==> src/hdl/mi3_pkg.sv <==
// shared types, widths and the cofactor index table for the 3x3 matrix inverse
package mi3_pkg;

   localparam int ELEM_W   = 32;                 // Q16.16 element
   localparam int FRAC_W   = 32;                 // numerator shift, adj * 2^32
   localparam int PROD_W   = 2 * ELEM_W;         // element product
   localparam int COF_W    = PROD_W + 1;         // cofactor, signed
   localparam int LO_W     = COF_W - ELEM_W;     // low part of a split cofactor
   localparam int PL_W     = LO_W + 1 + ELEM_W;  // low partial product, signed
   localparam int DET_W    = COF_W + ELEM_W + 2; // determinant, signed
   localparam int NUM_W    = COF_W + FRAC_W;     // numerator magnitude
   localparam int DSH_W    = DET_W + FRAC_W;     // shifted divisor
   localparam int QUO_W    = FRAC_W + 1;         // quotient bits kept
   localparam int CNT_W    = $clog2(QUO_W);
   localparam int N_ELEM   = 9;
   localparam int N_PROD   = 2 * N_ELEM;
   localparam int FRONT_STAGES = 6;
   localparam int QUEUE_DEPTH  = 2;

   // operands of each cofactor: e[a]*e[b] - e[c]*e[d]
   localparam int COF_TERMS [N_ELEM][4] = '{
      '{4, 8, 7, 5}, '{2, 7, 1, 8}, '{1, 5, 2, 4},
      '{5, 6, 3, 8}, '{0, 8, 2, 6}, '{3, 2, 0, 5},
      '{3, 7, 6, 4}, '{6, 1, 0, 7}, '{0, 4, 3, 1}
   };

   // one classified matrix waiting for division
   typedef struct packed {
      logic                              zero;
      logic [N_ELEM-1:0]                 neg;
      logic [DET_W-1:0]                  dabs;
      logic [N_ELEM-1:0][COF_W-1:0]      cmag;
   } entry_type;

   typedef enum logic [1:0] {
      BK_IDLE,
      BK_RUN,
      BK_DONE
   } back_state_type;

endpackage

==> src/hdl/mi3_queue.sv <==
// short queue of classified matrices between front and back
module mi3_queue #(
   parameter int DEPTH = mi3_pkg::QUEUE_DEPTH
) (
   input  logic               clock,
   input  logic               reset,
   input  logic               push,
   input  mi3_pkg::entry_type push_entry,
   output logic               full,
   input  logic               pop,
   output logic               not_empty,
   output mi3_pkg::entry_type pop_entry
);

   localparam int PTR_W = (DEPTH > 1) ? $clog2(DEPTH) : 1;
   localparam int CNT_W = $clog2(DEPTH + 1);

   mi3_pkg::entry_type mem_ff [DEPTH];
   logic [PTR_W-1:0] wr_ff, rd_ff;
   logic [CNT_W-1:0] count_ff;

   assign full      = (count_ff == CNT_W'(DEPTH));
   assign not_empty = (count_ff != '0);
   assign pop_entry = mem_ff[rd_ff];

   always_ff @(posedge clock) begin
      if (reset) begin
         wr_ff    <= '0;
         rd_ff    <= '0;
         count_ff <= '0;
      end else begin
         if (push) begin
            wr_ff <= (wr_ff == PTR_W'(DEPTH - 1)) ? '0 : wr_ff + 1'b1;
         end
         if (pop) begin
            rd_ff <= (rd_ff == PTR_W'(DEPTH - 1)) ? '0 : rd_ff + 1'b1;
         end
         if (push && !pop) begin
            count_ff <= count_ff + 1'b1;
         end else if (pop && !push) begin
            count_ff <= count_ff - 1'b1;
         end
      end
   end

   always_ff @(posedge clock) begin
      if (push) begin
         mem_ff[wr_ff] <= push_entry;
      end
   end

endmodule

==> config.mk <==
export PLATFORM = sky130hd
export DESIGN_NAME = mi3_queue
export DESIGN_NICKNAME = d
export VERILOG_FILES = /design/src/hdl/mi3_pkg.sv /design/src/hdl/mi3_queue.sv
export SDC_FILE = /design/constraint.sdc
export NUM_CORES = 1
export LEC_CHECK = 0
export ABC_AREA = 1
export BUFFER_PORTS_ARGS = -buffer_cell sky130_fd_sc_hd__buf_2
export CORE_AREA = 5 5 541 543
export CTS_BUF_LIST = sky130_fd_sc_hd__clkbuf_8 sky130_fd_sc_hd__clkbuf_16
export CTS_CLUSTER_DIAMETER = 60
export DETAILED_ROUTE_END_ITERATION = 12
export DIE_AREA = 0 0 546 548
export MAX_ROUTING_LAYER = met4
export PLACE_DENSITY_LB_ADDON = 0.08
export SLEW_MARGIN = 20
export SYNTH_ARGS = -nofsm -noshare
export SYNTH_HDL_FRONTEND = slang
export SYNTH_SLANG_ARGS = --single-unit
export TNS_END_PERCENT = 1
==> constraint.sdc <==
create_clock -name clock -period 116 [get_ports clock]
set_input_delay 23.2 -clock clock [delete_from_list [all_inputs] [get_ports clock]]
set_output_delay 23.2 -clock clock [all_outputs]
set_load 0.005 [all_outputs]
* Word level (Yosys, flattened, before mapping)
Memory sizes are Yosys's and may differ from the RTL's. A register that Yosys moved wholly into a read port is not among the register bits.
Index checks and enable logic that the tools add are counted.
** Storage, ports and cells
- Register bits :: 4
- Bits in writable memories :: 1388
- Output and inout bits :: 696
- Memories kept :: 1
** Memories
- mem_ff :: words 2, width 694, rd ports 1, clocked after Yosys merged registers in 1, wr ports 1, line mi3_queue.sv:18 : mi3_pkg::entry_type mem_ff [DEPTH];
** Operators by class
- Add/subtract/negate cells :: 4
- Eq/ne operators :: 1
- Multiplexer cells :: 8
- Reduce and logical (&&, ||, !) cells :: 6
** Operators by type and width (count)
- 1-bit two-way mux :: 6
- 2-bit two-way mux :: 2
- 2-bit nonzero test :: 2
- 1-bit adder (second input constant) :: 2
- 2-bit by 1-bit adder with 2-bit output (second input constant) :: 1
- 2-bit == test (second input constant) :: 1
- 1-bit logical AND :: 2
- 1-bit zero test :: 2
- 2-bit by 1-bit subtractor with 2-bit output (second input constant) :: 1

* Depth between registers and ports, before layout
- Depth in word-level cells :: 4
- Depth in mapped cells :: 8
- Gate-level depth less buffers :: 8

* Worst setup path after synthesis
Ideal clock, no wire load.
- Path kind :: input to register
- Start :: in push
- End :: mem mem_ff[0][0] in the netlist's numbering, enable pin
- Library setup time :: 1.790 ns
- Arrival time :: 52.205 ns
- Data required time :: 114.210 ns
- Setup slack :: 62.004 ns
- Stages on the path :: 2
- Path buffers :: 0
- Cell sequence :: inv_1 -> nor2_1
** On the way
- Word-level cells in the longest chain between the ends :: 2
** Ends and longest elaborated chain
- start: declaration :: line mi3_queue.sv:7 : input logic push,
- 1-bit two-way mux :: line mi3_queue.sv:47 : if (push) begin
- 1-bit two-way mux (not written as such) :: line mi3_queue.sv:48 : mem_ff[wr_ff] <= push_entry;
- end: declaration :: line mi3_queue.sv:18
No other way between the ends.

==> results_dict.tcl <==
set metrics [dict create \
    worstPathCellList "buf_4, buf_4, buf_4, buf_4, mux2_4, buf_2" \
    p_leak_nw 27.0 \
    hold_start "rd_ff" \
    dpl.hpwl_um 150000 \
    core.rowCount 197 \
    irDropWorstVdd_mv 0.0103 \
    synthTopCellsByArea "edfxtp_1, mux2_4, buf_12" \
    cts.path.max_buffers 4 \
    min_path_type "reg -> reg" \
    cts_tree "done" \
    synth_area_leader_cell "edfxtp_1" \
    drv_slew 0 \
    final_nets 4439 \
    syn_area_um2 53700 \
    antenna_left 0 \
    crit_path_frequent_cell "buf_4" \
    gp_congestion 0.770 \
    final.setup.tns_ns 0 \
    worst_slew_pin_slew_ns 1.12 \
    synth-edff-count 1388 \
    grt_antenna_before_repair 229 \
    reg2reg_slack_ns 112.12 \
    clk_pin_slew_worst_paths_ns 0.05 \
    numCtsBuffers 193 \
    crit_path_start_kind "flop" \
    grt_max_degree 122 \
    worstPathRequired_ns 92.80 \
    overflow 0 \
    synth_warnings 0 \
    die_width_um 546 \
    num_vias 27700 \
    cpMaxStageDelayCell "buf_4" \
    r2r_end "mem_ff[1][367]" \
    hold_violations 0 \
    ys_ff_latch 1393 \
    grt_pass1_wl_um 262000 \
    drc 0 \
    track_usage_pct 13.2 \
    status "finished, final reports clean" \
    synth.avg_cell_area_um2 24.5 \
    grt_pass1_vias 28900 \
    ys.flop_type "edfxtp_1" \
    crit_path_max_incr_delay_ns 0.83 \
    min_period_ns 28.65 \
    worstHoldPathCells 2 \
    drive_gt1_share_pct 61.5 \
    r2r_cells 5 \
    die_h_um 548 \
    critPathArrivalTime_ns 5.45 \
    path_class "reg -> out" \
    rsz0062_at_grt "false" \
    cts-root-buf "clkbuf_16" \
    first_iter_violations 1470 \
    wl_per_cell_um 25.9 \
    io_buffers 1393 \
    skew_ns 0.0436 \
    area_growth_pct 31.5 \
    yosysTopAreaCellShare_pct 77.6 \
    start_util_pct 18.7 \
    fin_crit_sh_pct 24.7 \
    post_cts_resize_count 0 \
    ys_types 18 \
    routed_wl_um 201000 \
    max_freq_ghz 0.0349 \
    setup_viol 0 \
    core_region_area_um2 287000 \
    syn_inst 2192 \
    clk_latency_ns 0.83 \
    drt-pass1-iter-count 5 \
    slew_headroom_pct 25.3 \
    rr_startpoint "wr_ff" \
    die_area_um2 299000 \
    synth_common_cells "edfxtp_1, mux2_4, buf_12" \
    clock_sinks 1393 \
    fin_util_pct 24.6 \
    ys_seq_area_share_pct 77.8 \
    postCtsHoldBufs 0 \
    end_kind "primary output" \
    synth.net_count 2891 \
    async_reset_ff_share_pct 0 \
    cellPowerDensity_nw_per_um2 18.4 \
    cts_setup_buffers 0 \
    yosysMostFrequentCell "edfxtp_1" \
    post-place-cells 7326 \
    routed_via_density 3.56 \
    htree_levels 4 \
    final_cells 7783 \
    ios 1394 \
    cp_max_fo 46 \
    maxCapViolations 0 \
]
-- final cells by class --
cell class                 instances  area (um^2)
clock inverter                   141         1070
timing repair buffer            1430         7290
antenna                          116          290
fill                           29700       217000
tap                             3781         4730
sequential                      1393        41800
clock buffer                     200         4980
inverter                           9         41.3
multi-input combinational        713        10400
-- cells in the final DEF, fill, tap and decap left out, types with 2 or more instances in the layout --
master and count:
clkinvlp_4 9, clkinv_2 25, buf_2 1393, clkinv_4 6, mux2_2 34, diode_2 116, nand2_1 6, clkinv_1 39
inv_16 3, nor2_1 5, inv_6 3, buf_4 33, clkbuf_8 2, clkbuf_16 198, edfxtp_1 1388, inv_1 49
bufinv_16 14, buf_12 3, mux2_4 660, dfxtp_1 4
-- power breakdown --
part           internal (W)  switching, W  total (W)
Sequential         0.000585    0.00000693   0.000592
Clock              0.000340      0.000224   0.000563
Combinational     0.0000664     0.0000739   0.000140
-- stage by stage --
stage	setup slack, ns	power [W]	cell area, um^2	hold WS (ns)
5_1_grt	86.97	0.00135	70600	0.548
6_report	87.35	0.00130	70600	0.511
2_1_floorplan	62.00	0.000703	53700	0.480
4_1_cts	87.07	0.00133	70300	0.517
3_3_place_gp	88.07	0.000749	64200	0.491
3_5_place_dp	88.03	0.000748	64200	0.499
-- flip-flops by register name (all words and copies together), names as in the netlist, named ones only --
signal    flops
mem_ff     1388
count_ff      2
wr_ff         1
rd_ff         1
-- routing by layer --
layer	track usage, %	share of wire [%]	vias to the layer above
met5	-	0	-
met4	4.31	3.5	0
met3	6.75	11	440
met2	21.9	49	1374
met1	13.5	36	13800
li1	-	-	12100
-- critical path: cells and delay by family, from the launching register on --
kind | cells | cell delay (ns)
mux | 1 | 0.36
buf+inv | 5 | 3.24
flops | 1 | 0.76
-- cell families after synthesis --
group	count (synthesis)	synth area share [%]
simple gates	15	0.114
flops	1393	77.8
xor+xnor	1	0.0163
compound gates	2	0.0186
buf+inv	86	2.84
mux	694	19.2
fa+ha+maj	1	0.0233
-- how the worst max path moves through the flow --
stage | endpoint | slack (ns) | cells past startpoint
finish | pop_entry[605] | 87.35 | 6
detailed placement | pop_entry[612] | 88.03 | 6
CTS | pop_entry[580] | 87.07 | 6
global route | pop_entry[605] | 86.97 | 6
global placement | pop_entry[612] | 88.07 | 6
floorplan | mem_ff[0][0] | 62.00 | 2
(Power assumes the default switching activity.)
