$ cat src/hdl/mi3_pkg.sv
// shared types, widths and the cofactor index table for the 3x3 matrix inverse
package mi3_pkg;

   localparam int ELEM_W   = 32;                 // Q16.16 element
   localparam int FRAC_W   = 32;                 // numerator shift, adj * 2^32
   localparam int PROD_W   = 2 * ELEM_W;         // element product
   localparam int COF_W    = PROD_W + 1;         // cofactor, signed
   localparam int LO_W     = COF_W - ELEM_W;     // low part of a split cofactor
   localparam int PL_W     = LO_W + 1 + ELEM_W;  // low partial product, signed
   localparam int DET_W    = COF_W + ELEM_W + 2; // determinant, signed
   localparam int NUM_W    = COF_W + FRAC_W;     // numerator magnitude
   localparam int DSH_W    = DET_W + FRAC_W;     // shifted divisor
   localparam int QUO_W    = FRAC_W + 1;         // quotient bits kept
   localparam int CNT_W    = $clog2(QUO_W);
   localparam int N_ELEM   = 9;
   localparam int N_PROD   = 2 * N_ELEM;
   localparam int FRONT_STAGES = 6;
   localparam int QUEUE_DEPTH  = 2;

   // operands of each cofactor: e[a]*e[b] - e[c]*e[d]
   localparam int COF_TERMS [N_ELEM][4] = '{
      '{4, 8, 7, 5}, '{2, 7, 1, 8}, '{1, 5, 2, 4},
      '{5, 6, 3, 8}, '{0, 8, 2, 6}, '{3, 2, 0, 5},
      '{3, 7, 6, 4}, '{6, 1, 0, 7}, '{0, 4, 3, 1}
   };

   // one classified matrix waiting for division
   typedef struct packed {
      logic                              zero;
      logic [N_ELEM-1:0]                 neg;
      logic [DET_W-1:0]                  dabs;
      logic [N_ELEM-1:0][COF_W-1:0]      cmag;
   } entry_type;

   typedef enum logic [1:0] {
      BK_IDLE,
      BK_RUN,
      BK_DONE
   } back_state_type;

endpackage

$ cat src/hdl/mi3_back.sv
// back end: nine bit-serial dividers, saturation and the result register
module mi3_back (
   input  logic                                       clock,
   input  logic                                       reset,
   input  logic                                       q_not_empty,
   input  mi3_pkg::entry_type                         q_entry,
   output logic                                       q_pop,
   output logic                                       out_valid,
   input  logic                                       out_stall,
   output logic [mi3_pkg::N_ELEM-1:0][mi3_pkg::ELEM_W-1:0] out_elem,
   output logic                                       out_singular,
   output logic                                       out_overflowed
);

   mi3_pkg::back_state_type state_ff, state_in;

   logic [mi3_pkg::CNT_W-1:0] cnt_ff;
   logic [mi3_pkg::DSH_W-1:0] dsh_ff;
   logic [mi3_pkg::NUM_W-1:0] rem_ff [mi3_pkg::N_ELEM];
   logic [mi3_pkg::QUO_W-1:0] quo_ff [mi3_pkg::N_ELEM];
   logic [mi3_pkg::N_ELEM-1:0] neg_ff;
   logic zero_ff;

   logic out_valid_ff;
   logic [mi3_pkg::N_ELEM-1:0][mi3_pkg::ELEM_W-1:0] out_elem_ff;
   logic out_singular_ff, out_overflowed_ff;

   logic out_free, load, step, store;
   logic [mi3_pkg::N_ELEM-1:0][mi3_pkg::ELEM_W-1:0] res;
   logic [mi3_pkg::N_ELEM-1:0] sat;

   assign out_free       = !out_valid_ff || !out_stall;
   assign out_valid      = out_valid_ff;
   assign out_elem       = out_elem_ff;
   assign out_singular   = out_singular_ff;
   assign out_overflowed = out_overflowed_ff;
   assign q_pop          = load;

   always_ff @(posedge clock) begin
      if (reset) begin
         state_ff <= mi3_pkg::BK_IDLE;
      end else begin
         state_ff <= state_in;
      end
   end

   always_comb begin
      state_in = state_ff;
      load     = 1'b0;
      step     = 1'b0;
      store    = 1'b0;
      case (state_ff)
         mi3_pkg::BK_IDLE: begin
            if (q_not_empty) begin
               load     = 1'b1;
               state_in = mi3_pkg::BK_RUN;
            end
         end
         mi3_pkg::BK_RUN: begin
            step = 1'b1;
            if (cnt_ff == '0) begin
               state_in = mi3_pkg::BK_DONE;
            end
         end
         mi3_pkg::BK_DONE: begin
            if (out_free) begin
               store    = 1'b1;
               state_in = mi3_pkg::BK_IDLE;
            end
         end
         default: begin
            state_in = mi3_pkg::BK_IDLE;
         end
      endcase
   end

   // one quotient bit per cycle in every lane, divisor shared
   always_ff @(posedge clock) begin
      if (load) begin
         cnt_ff  <= mi3_pkg::CNT_W'(mi3_pkg::QUO_W - 1);
         dsh_ff  <= {q_entry.dabs, {mi3_pkg::FRAC_W{1'b0}}};
         neg_ff  <= q_entry.neg;
         zero_ff <= q_entry.zero;
         for (int i = 0; i < mi3_pkg::N_ELEM; i++) begin
            rem_ff[i] <= {q_entry.cmag[i], {mi3_pkg::FRAC_W{1'b0}}};
            quo_ff[i] <= '0;
         end
      end else if (step) begin
         cnt_ff <= cnt_ff - 1'b1;
         dsh_ff <= dsh_ff >> 1;
         for (int i = 0; i < mi3_pkg::N_ELEM; i++) begin
            if (mi3_pkg::DSH_W'(rem_ff[i]) >= dsh_ff) begin
               rem_ff[i] <= rem_ff[i] - dsh_ff[mi3_pkg::NUM_W-1:0];
               quo_ff[i] <= {quo_ff[i][mi3_pkg::QUO_W-2:0], 1'b1};
            end else begin
               quo_ff[i] <= {quo_ff[i][mi3_pkg::QUO_W-2:0], 1'b0};
            end
         end
      end
   end

   // saturate to the signed element range, limit depends on the sign
   always_comb begin
      for (int i = 0; i < mi3_pkg::N_ELEM; i++) begin
         logic [mi3_pkg::ELEM_W-1:0] limit, mag;
         limit  = neg_ff[i] ? {1'b1, {(mi3_pkg::ELEM_W-1){1'b0}}}
                            : {1'b0, {(mi3_pkg::ELEM_W-1){1'b1}}};
         sat[i] = quo_ff[i][mi3_pkg::QUO_W-1] ||
                  (quo_ff[i][mi3_pkg::ELEM_W-1:0] > limit);
         mag    = sat[i] ? limit : quo_ff[i][mi3_pkg::ELEM_W-1:0];
         res[i] = zero_ff ? '0 : (neg_ff[i] ? -mag : mag);
      end
   end

   always_ff @(posedge clock) begin
      if (reset) begin
         out_valid_ff <= 1'b0;
      end else if (store) begin
         out_valid_ff <= 1'b1;
      end else if (!out_stall) begin
         out_valid_ff <= 1'b0;
      end
   end

   always_ff @(posedge clock) begin
      if (store) begin
         out_elem_ff       <= res;
         out_singular_ff   <= zero_ff;
         out_overflowed_ff <= !zero_ff && (sat != '0);
      end
   end

endmodule

$ cat config.mk
export PLATFORM = sky130hd
export DESIGN_NAME = mi3_back
export DESIGN_NICKNAME = d
export VERILOG_FILES = /design/src/hdl/mi3_pkg.sv /design/src/hdl/mi3_back.sv
export SDC_FILE = /design/constraint.sdc
export NUM_CORES = 2
export LEC_CHECK = 0
export BUFFER_PORTS_ARGS = -buffer_cell sky130_fd_sc_hd__buf_2
export CORE_AREA = 8 8 578 580
export CTS_CLUSTER_SIZE = 24
export DETAILED_ROUTE_END_ITERATION = 16
export DIE_AREA = 0 0 586 588
export MAX_ROUTING_LAYER = met4
export PLACE_DENSITY = 0.56
export SYNTH_ARGS = -nofsm -noshare
export SYNTH_HDL_FRONTEND = slang
export SYNTH_SLANG_ARGS = --single-unit
$ cat constraint.sdc
create_clock -name clock -period 25.6 [get_ports clock]
set_clock_uncertainty 0.1 [all_clocks]
set_input_delay 5.12 -clock clock [delete_from_list [all_inputs] [get_ports clock]]
set_output_delay 5.12 -clock clock [all_outputs]
set_load 0.005 [all_outputs]
---- After elaboration in Yosys (flattened, before gate mapping) ----
Memory sizes are Yosys's and may differ from the RTL's.
Cells that the tools add are included.
word-level totals
  register bits after elaboration ......... 440
  memory bits (writable) .................. 1170
  input bits .............................. 698
  output and inout bits ................... 292
  word-level logic and storage cells ...... 250
  memories ................................ 2
operators by class
  add/sub/neg operators ................... 19
  $lt $le $gt $ge ......................... 18
  equality and inequality tests ........... 6
  multiplexer cells ....................... 141
  bitwise operators ....................... 27
  reduce and logical (&&, ||, !) cells .... 19
memories
  name    words  bits a word  read ports  clocked after memory_dff  wr ports  line            source
  rem_ff  9      97           9           0                         9         mi3_back.sv:19  logic [mi3_pkg::NUM_W-1:0] rem_ff [mi3_pkg::N_ELEM];
  quo_ff  9      33           9           0                         9         mi3_back.sv:20  logic [mi3_pkg::QUO_W-1:0] quo_ff [mi3_pkg::N_ELEM];
operator list
  operator                                                count
  greater-or-equal comparator 97 x 131 -> 1 bit           9
  2-to-1 mux 97 bit                                       9
  subtractor 97 bit                                       9
  2-to-1 mux 32 bit                                       27
  2-to-1 mux 33 bit                                       18
  > comparator 32 bit                                     9
  negator 32 bit                                          9
  2-to-1 mux 131 bit                                      2
  2-to-1 mux 1 bit                                        81
  bitwise OR 1 bit                                        27
  logical OR 1 bit                                        10
  nonzero test 9 bit                                      1
  zero test 6 bit                                         1
  2-to-1 mux 2 bit                                        3
  inequality test 2 bit (second input constant)           3
  case mux 2 bit (3 select lines)                         1
  subtractor 6 x 1 -> 6 bit (second input constant)       1
  zero test 1 bit                                         3
  AND reduction 3 bit                                     1
  equality test 2 x 1 -> 1 bit (second input constant)    1
  equality test 2 bit (second input constant)             1
  zero test 2 bit                                         1
  inequality test 2 x 1 -> 1 bit (second input constant)  1
  nonzero test 2 bit                                      1
  logical AND 1 bit                                       1

---- Logic depth before layout (Yosys ltp) ----
  depth after elaboration ................. 7
  mapped depth ............................ 30
  gate-level depth less buffers ........... 24

---- Worst setup path before layout ----
No wires, ideal clock.
  path kind ............................... input to register
  start point ............................. in out_stall
  end point ............................... reg out_elem_ff (netlist bit out_elem[0]), enable pin
  setup time .............................. 1040 ps
  arrival ................................. 19027 ps
  required time ........................... 24460 ps
  slack ................................... 5433 ps
  stages on the path ...................... 1
  path buffers ............................ 0
  cell sequence ........................... a21oi_1
on the way
  word-level cells in the longest chain between the ends .. 4
RTL lines
  what                    line             source
  start: declaration      mi3_back.sv:9    input logic out_stall,
  zero test 1 bit         -
  logical OR 1 bit        mi3_back.sv:32   assign out_free = !out_valid_ff || !out_stall;
  2-to-1 mux 1 bit        mi3_back.sv:66   if (out_free) begin
  2-to-1 mux 1 bit        mi3_back.sv:52   case (state_ff)
  end signal: assignment  mi3_back.sv:127  out_elem_ff <= res;
  end: declaration        mi3_back.sv:25   logic [mi3_pkg::N_ELEM-1:0][mi3_pkg::ELEM_W-1:0] out_elem_ff;
Every way passes these cells.
A chain may end at the register's enable or synchronous reset.

---- Final worst setup path ----
  start point ............................. in q_not_empty
  end point ............................... out q_pop
on the way
  word-level cells in the longest chain between the ends .. 2
RTL lines
  what                line            source
  start: declaration  mi3_back.sv:5   input logic q_not_empty,
  2-to-1 mux 1 bit    mi3_back.sv:54  if (q_not_empty) begin
  2-to-1 mux 1 bit    mi3_back.sv:52
  end: declaration    mi3_back.sv:7   output logic q_pop,
Every way passes these cells.

==> summary.txt <==
Logic synthesis
  – Synth Warn #: 0
  – Distinct cells, synth: about 90
  – Post-synth EDFFs: 1568
  – Syn_area_per_cell: around 8.7 µm²
  – Synth Area in Adders: between 10% and 20%
  – Post-Syn Area: between 100000 and 150000 µm²
  – Largest family of logic cells by synthesized area: compound AO/OA/AOI/OAI gates
  – Seq cells post-synth: roughly 1600
  – Post-synthesis simple-gate area fraction: between 10% and 20%
  – Syn_nets: between 15000 and 20000
  – Share of the synthesized area in the top cell type: approximately 36%
  – Largest area contributor in the netlist: edfxtp_1
  – Gate Count Post-Synth: ~15000
  – Top cells by instance count after synthesis: nand2_1 (1628), edfxtp_1 (1568), o21ai_0 (1486), a21oi_1 (1407), nor2_1 (1191)
  – Compound-Gate Fraction of Synth Area: 23.4%
  – Mux contribution to synthesized area: less than 1%
  – Most common cell in the netlist: nand2_1
  – Ys flop type: edfxtp_1
  – Top cells by area, synth: edfxtp_1 (36%), ha_1 (11%), o21ai_0 (5.7%)
  – Seq/Total Area, Yosys: 37.0%
  – Asr flop ratio synth: 0%
  – Post-Synth XOR/XNOR Area: 5.64%

Placed design
  – Placed insts: between 15000 and 20000
  – Port bufs: ~1000
  – DP HPWL: 423000 µm
  – Placer Congestion: a little under 1

Power
  – PD cells: about 77 nW/µm²
  – Peak VDD IR: 0.0000557 V
  – Leak Pwr: just under 0.06 µW

Global route
  – GRT overflow: 0
  – GRT Resource Usage Total: a little under a third
  – Antenna violations before repair: between 100 and 150
  – Number of global-route vias before repair: ~110k
  – First-pass GRT wire length: slightly below 800000 µm
  – Largest net degree at the start of global routing: 220

Die
  – Total core area: about 330000 µm²
  – Top Ports: 990
  – Die area: around 340000 µm²
  – Width of the die: approximately 590 µm
  – Rows: 210
  – Initial Util: ~40%
  – Die Ht: 588 µm

STA
  – Max-slew headroom: about 11%
  – Slew Limit Fails: 0
  – Setup TNS: 0 ns
  – Setup-failing EPs final: 0
  – Worst-Margin Slew: around 1.3 ns
  – Hold slack final: about 0.37 ns
  – Final period util: between 40% and 50%
  – Minimum clock period: between 10 and 15 ns
  – RSZ-0062 raised after global routing: no
  – Max Clock Freq: around 0.088 GHz
  – Final Hold Fails: 0

Clock network
  – CTS H-tree depth: 4
  – CTS max path bufs: 4
  – Post-CTS sizing: 0
  – Setup Fix Bufs, Post-CTS: 0
  – Inserted Clock Buffers: slightly above 200
  – CTS Hold Bufs: 0
  – Later-pin clock latency in the skew report: 0.94 ns
  – Worst-path clk slew: 0.06 ns
  – CTS tree: yes
  – Clock sinks: approximately 1600
  – Clock root cell: clkbuf_16

Routing
  – # DRC: 0
  – Via density: a little under 6
  – Wirelength, routed: ~550000 µm
  – DRT iter0 DRCs: 11300
  – Routed wire per std cell: about 27 µm
  – DR pass1 iterations: 6
  – Via count: ~120k
  – ANT nets after route: 0

Job
  – Max_cap viols: 0

Worst setup path
  – Worst Path Required: just over 20 ns
  – Setup slack, reg-to-reg: around 16 ns
  – Startpoint class of the critical path: input port
  – CP arrival: roughly 6.2 ns
  – Crit path from: q_not_empty
  – Launch point of the worst reg-to-reg path: dsh_ff[1]
  – Crit. End Element: primary output
  – Worst setup path category: input port to primary output
  – Critical path fanouts, max: 40

Hold path
  – Hold path startpoint: dsh_ff[15]
  – Hold Crit Class: register to register

Cells and area
  – Share of layout cells above drive strength 1: between 10% and 20%
  – Filler cell count: between 30000 and 40000
  – Final cell count without fillers: approximately 20000
  – Area growth from synthesis to layout: 12.7%
  – Nets: approximately 17000

Run status
  – Status: finished, final reports clean
==> state kept, by name, indices dropped and copies added, names as in the netlist <==
signal / count
neg_ff: 9
quo_ff: 297
zero_ff: 1
dsh_ff: 131
cnt_ff: 6
out_valid: 1
state_ff: 2
out_elem: 288
out_singular: 1
out_overflowed: 1
rem_ff: 873
==> worst max-delay path, stage by stage <==
cell and delay, ns:
buf_2 0.12, nand2_2 0.09, buf_4 0.43, inv_8 0.19
buf_2 0.20
==> cell families after synthesis <==
group                      Yosys count
AOI/OAI and AO/OA                 4936
xor gates and xnor gates           834
adders and majority gates         1181
buffers and inverters             1208
DFF                               1610
muxes                               93
and+or+nand+nor                   4943
==> layout by cell type, fill, tap and decap left out, drive strengths merged, types with 34 or more instances in the layout <==
master,n
o21a,125
clkbuf,250
or2,67
nand2,1628
xnor2,481
nor3,368
nor2b,129
ha,1172
mux2,60
or3,87
and2,331
a21boi,56
a21oi,1407
buf,1199
o21ai,1548
o211ai,58
dfxtp,42
nand3,252
o31a,34
a211oi,175
edfxtp,1568
and4,43
a31oi,137
nor2,1191
and3,98
clkinv,77
nand4,394
diode,91
a311oi,38
o221ai,34
a221oi,45
or4,41
nor4,110
xor2,353
o21bai,193
inv,440
nand2b,132
a21o,646
a22o,38
o31ai,69
==> power breakdown <==
group | switching (µW) | internal [µW]
registers | 209 | 3220
clock network | 1290 | 1810
logic | 3050 | 1670
==> cell type report <==
cell class,instances,area (µm²),area share (%)
Timing Repair Buffer,1199,6600,4.52
Tap cell,4346,5440,3.73
Clock inverter,127,1430,0.980
Sequential cell,1610,47900,32.9
Multi-Input combinational cell,12000,77100,52.8
Clock buffer,250,5520,3.78
Inverter,441,1660,1.14
Antenna cell,91,228,0.156
==> metrics by stage <==
step | util (%) | total power [µW] | setup slack [ns] | area, µm²
floorplan | - | 6620 | 5.43 | 129000
global placement | 42.6 | 8110 | 14.24 | 139000
detailed placement | 42.6 | 8100 | 14.24 | 139000
CTS | 44.8 | 11200 | 14.23 | 146000
global route | 44.8 | 11800 | 14.19 | 146000
finish | 44.8 | 11300 | 14.20 | 146000
==> metal layers <==
| metal | GRT usage (%) | vias to the layer above | share of wire, % |
|---|---|---|---|
| met3 | 4.29 | 963 | 7.2 |
| met2 | 47.9 | 4633 | 45 |
| li1 | - | 56600 | - |
| met4 | 16.1 | 0 | 6.6 |
| met5 | - | - | 0 |
| met1 | 39.3 | 57400 | 42 |
==> path summary, 6_finish.rpt <==
path	endpoint	cells after the start
hold reg to reg	dsh_ff[14]	2
hold / removal	dsh_ff[14]	2
setup reg to reg	rem_ff[0][426]	19
setup / recovery	q_pop	5
(Power assumes the default switching activity.)
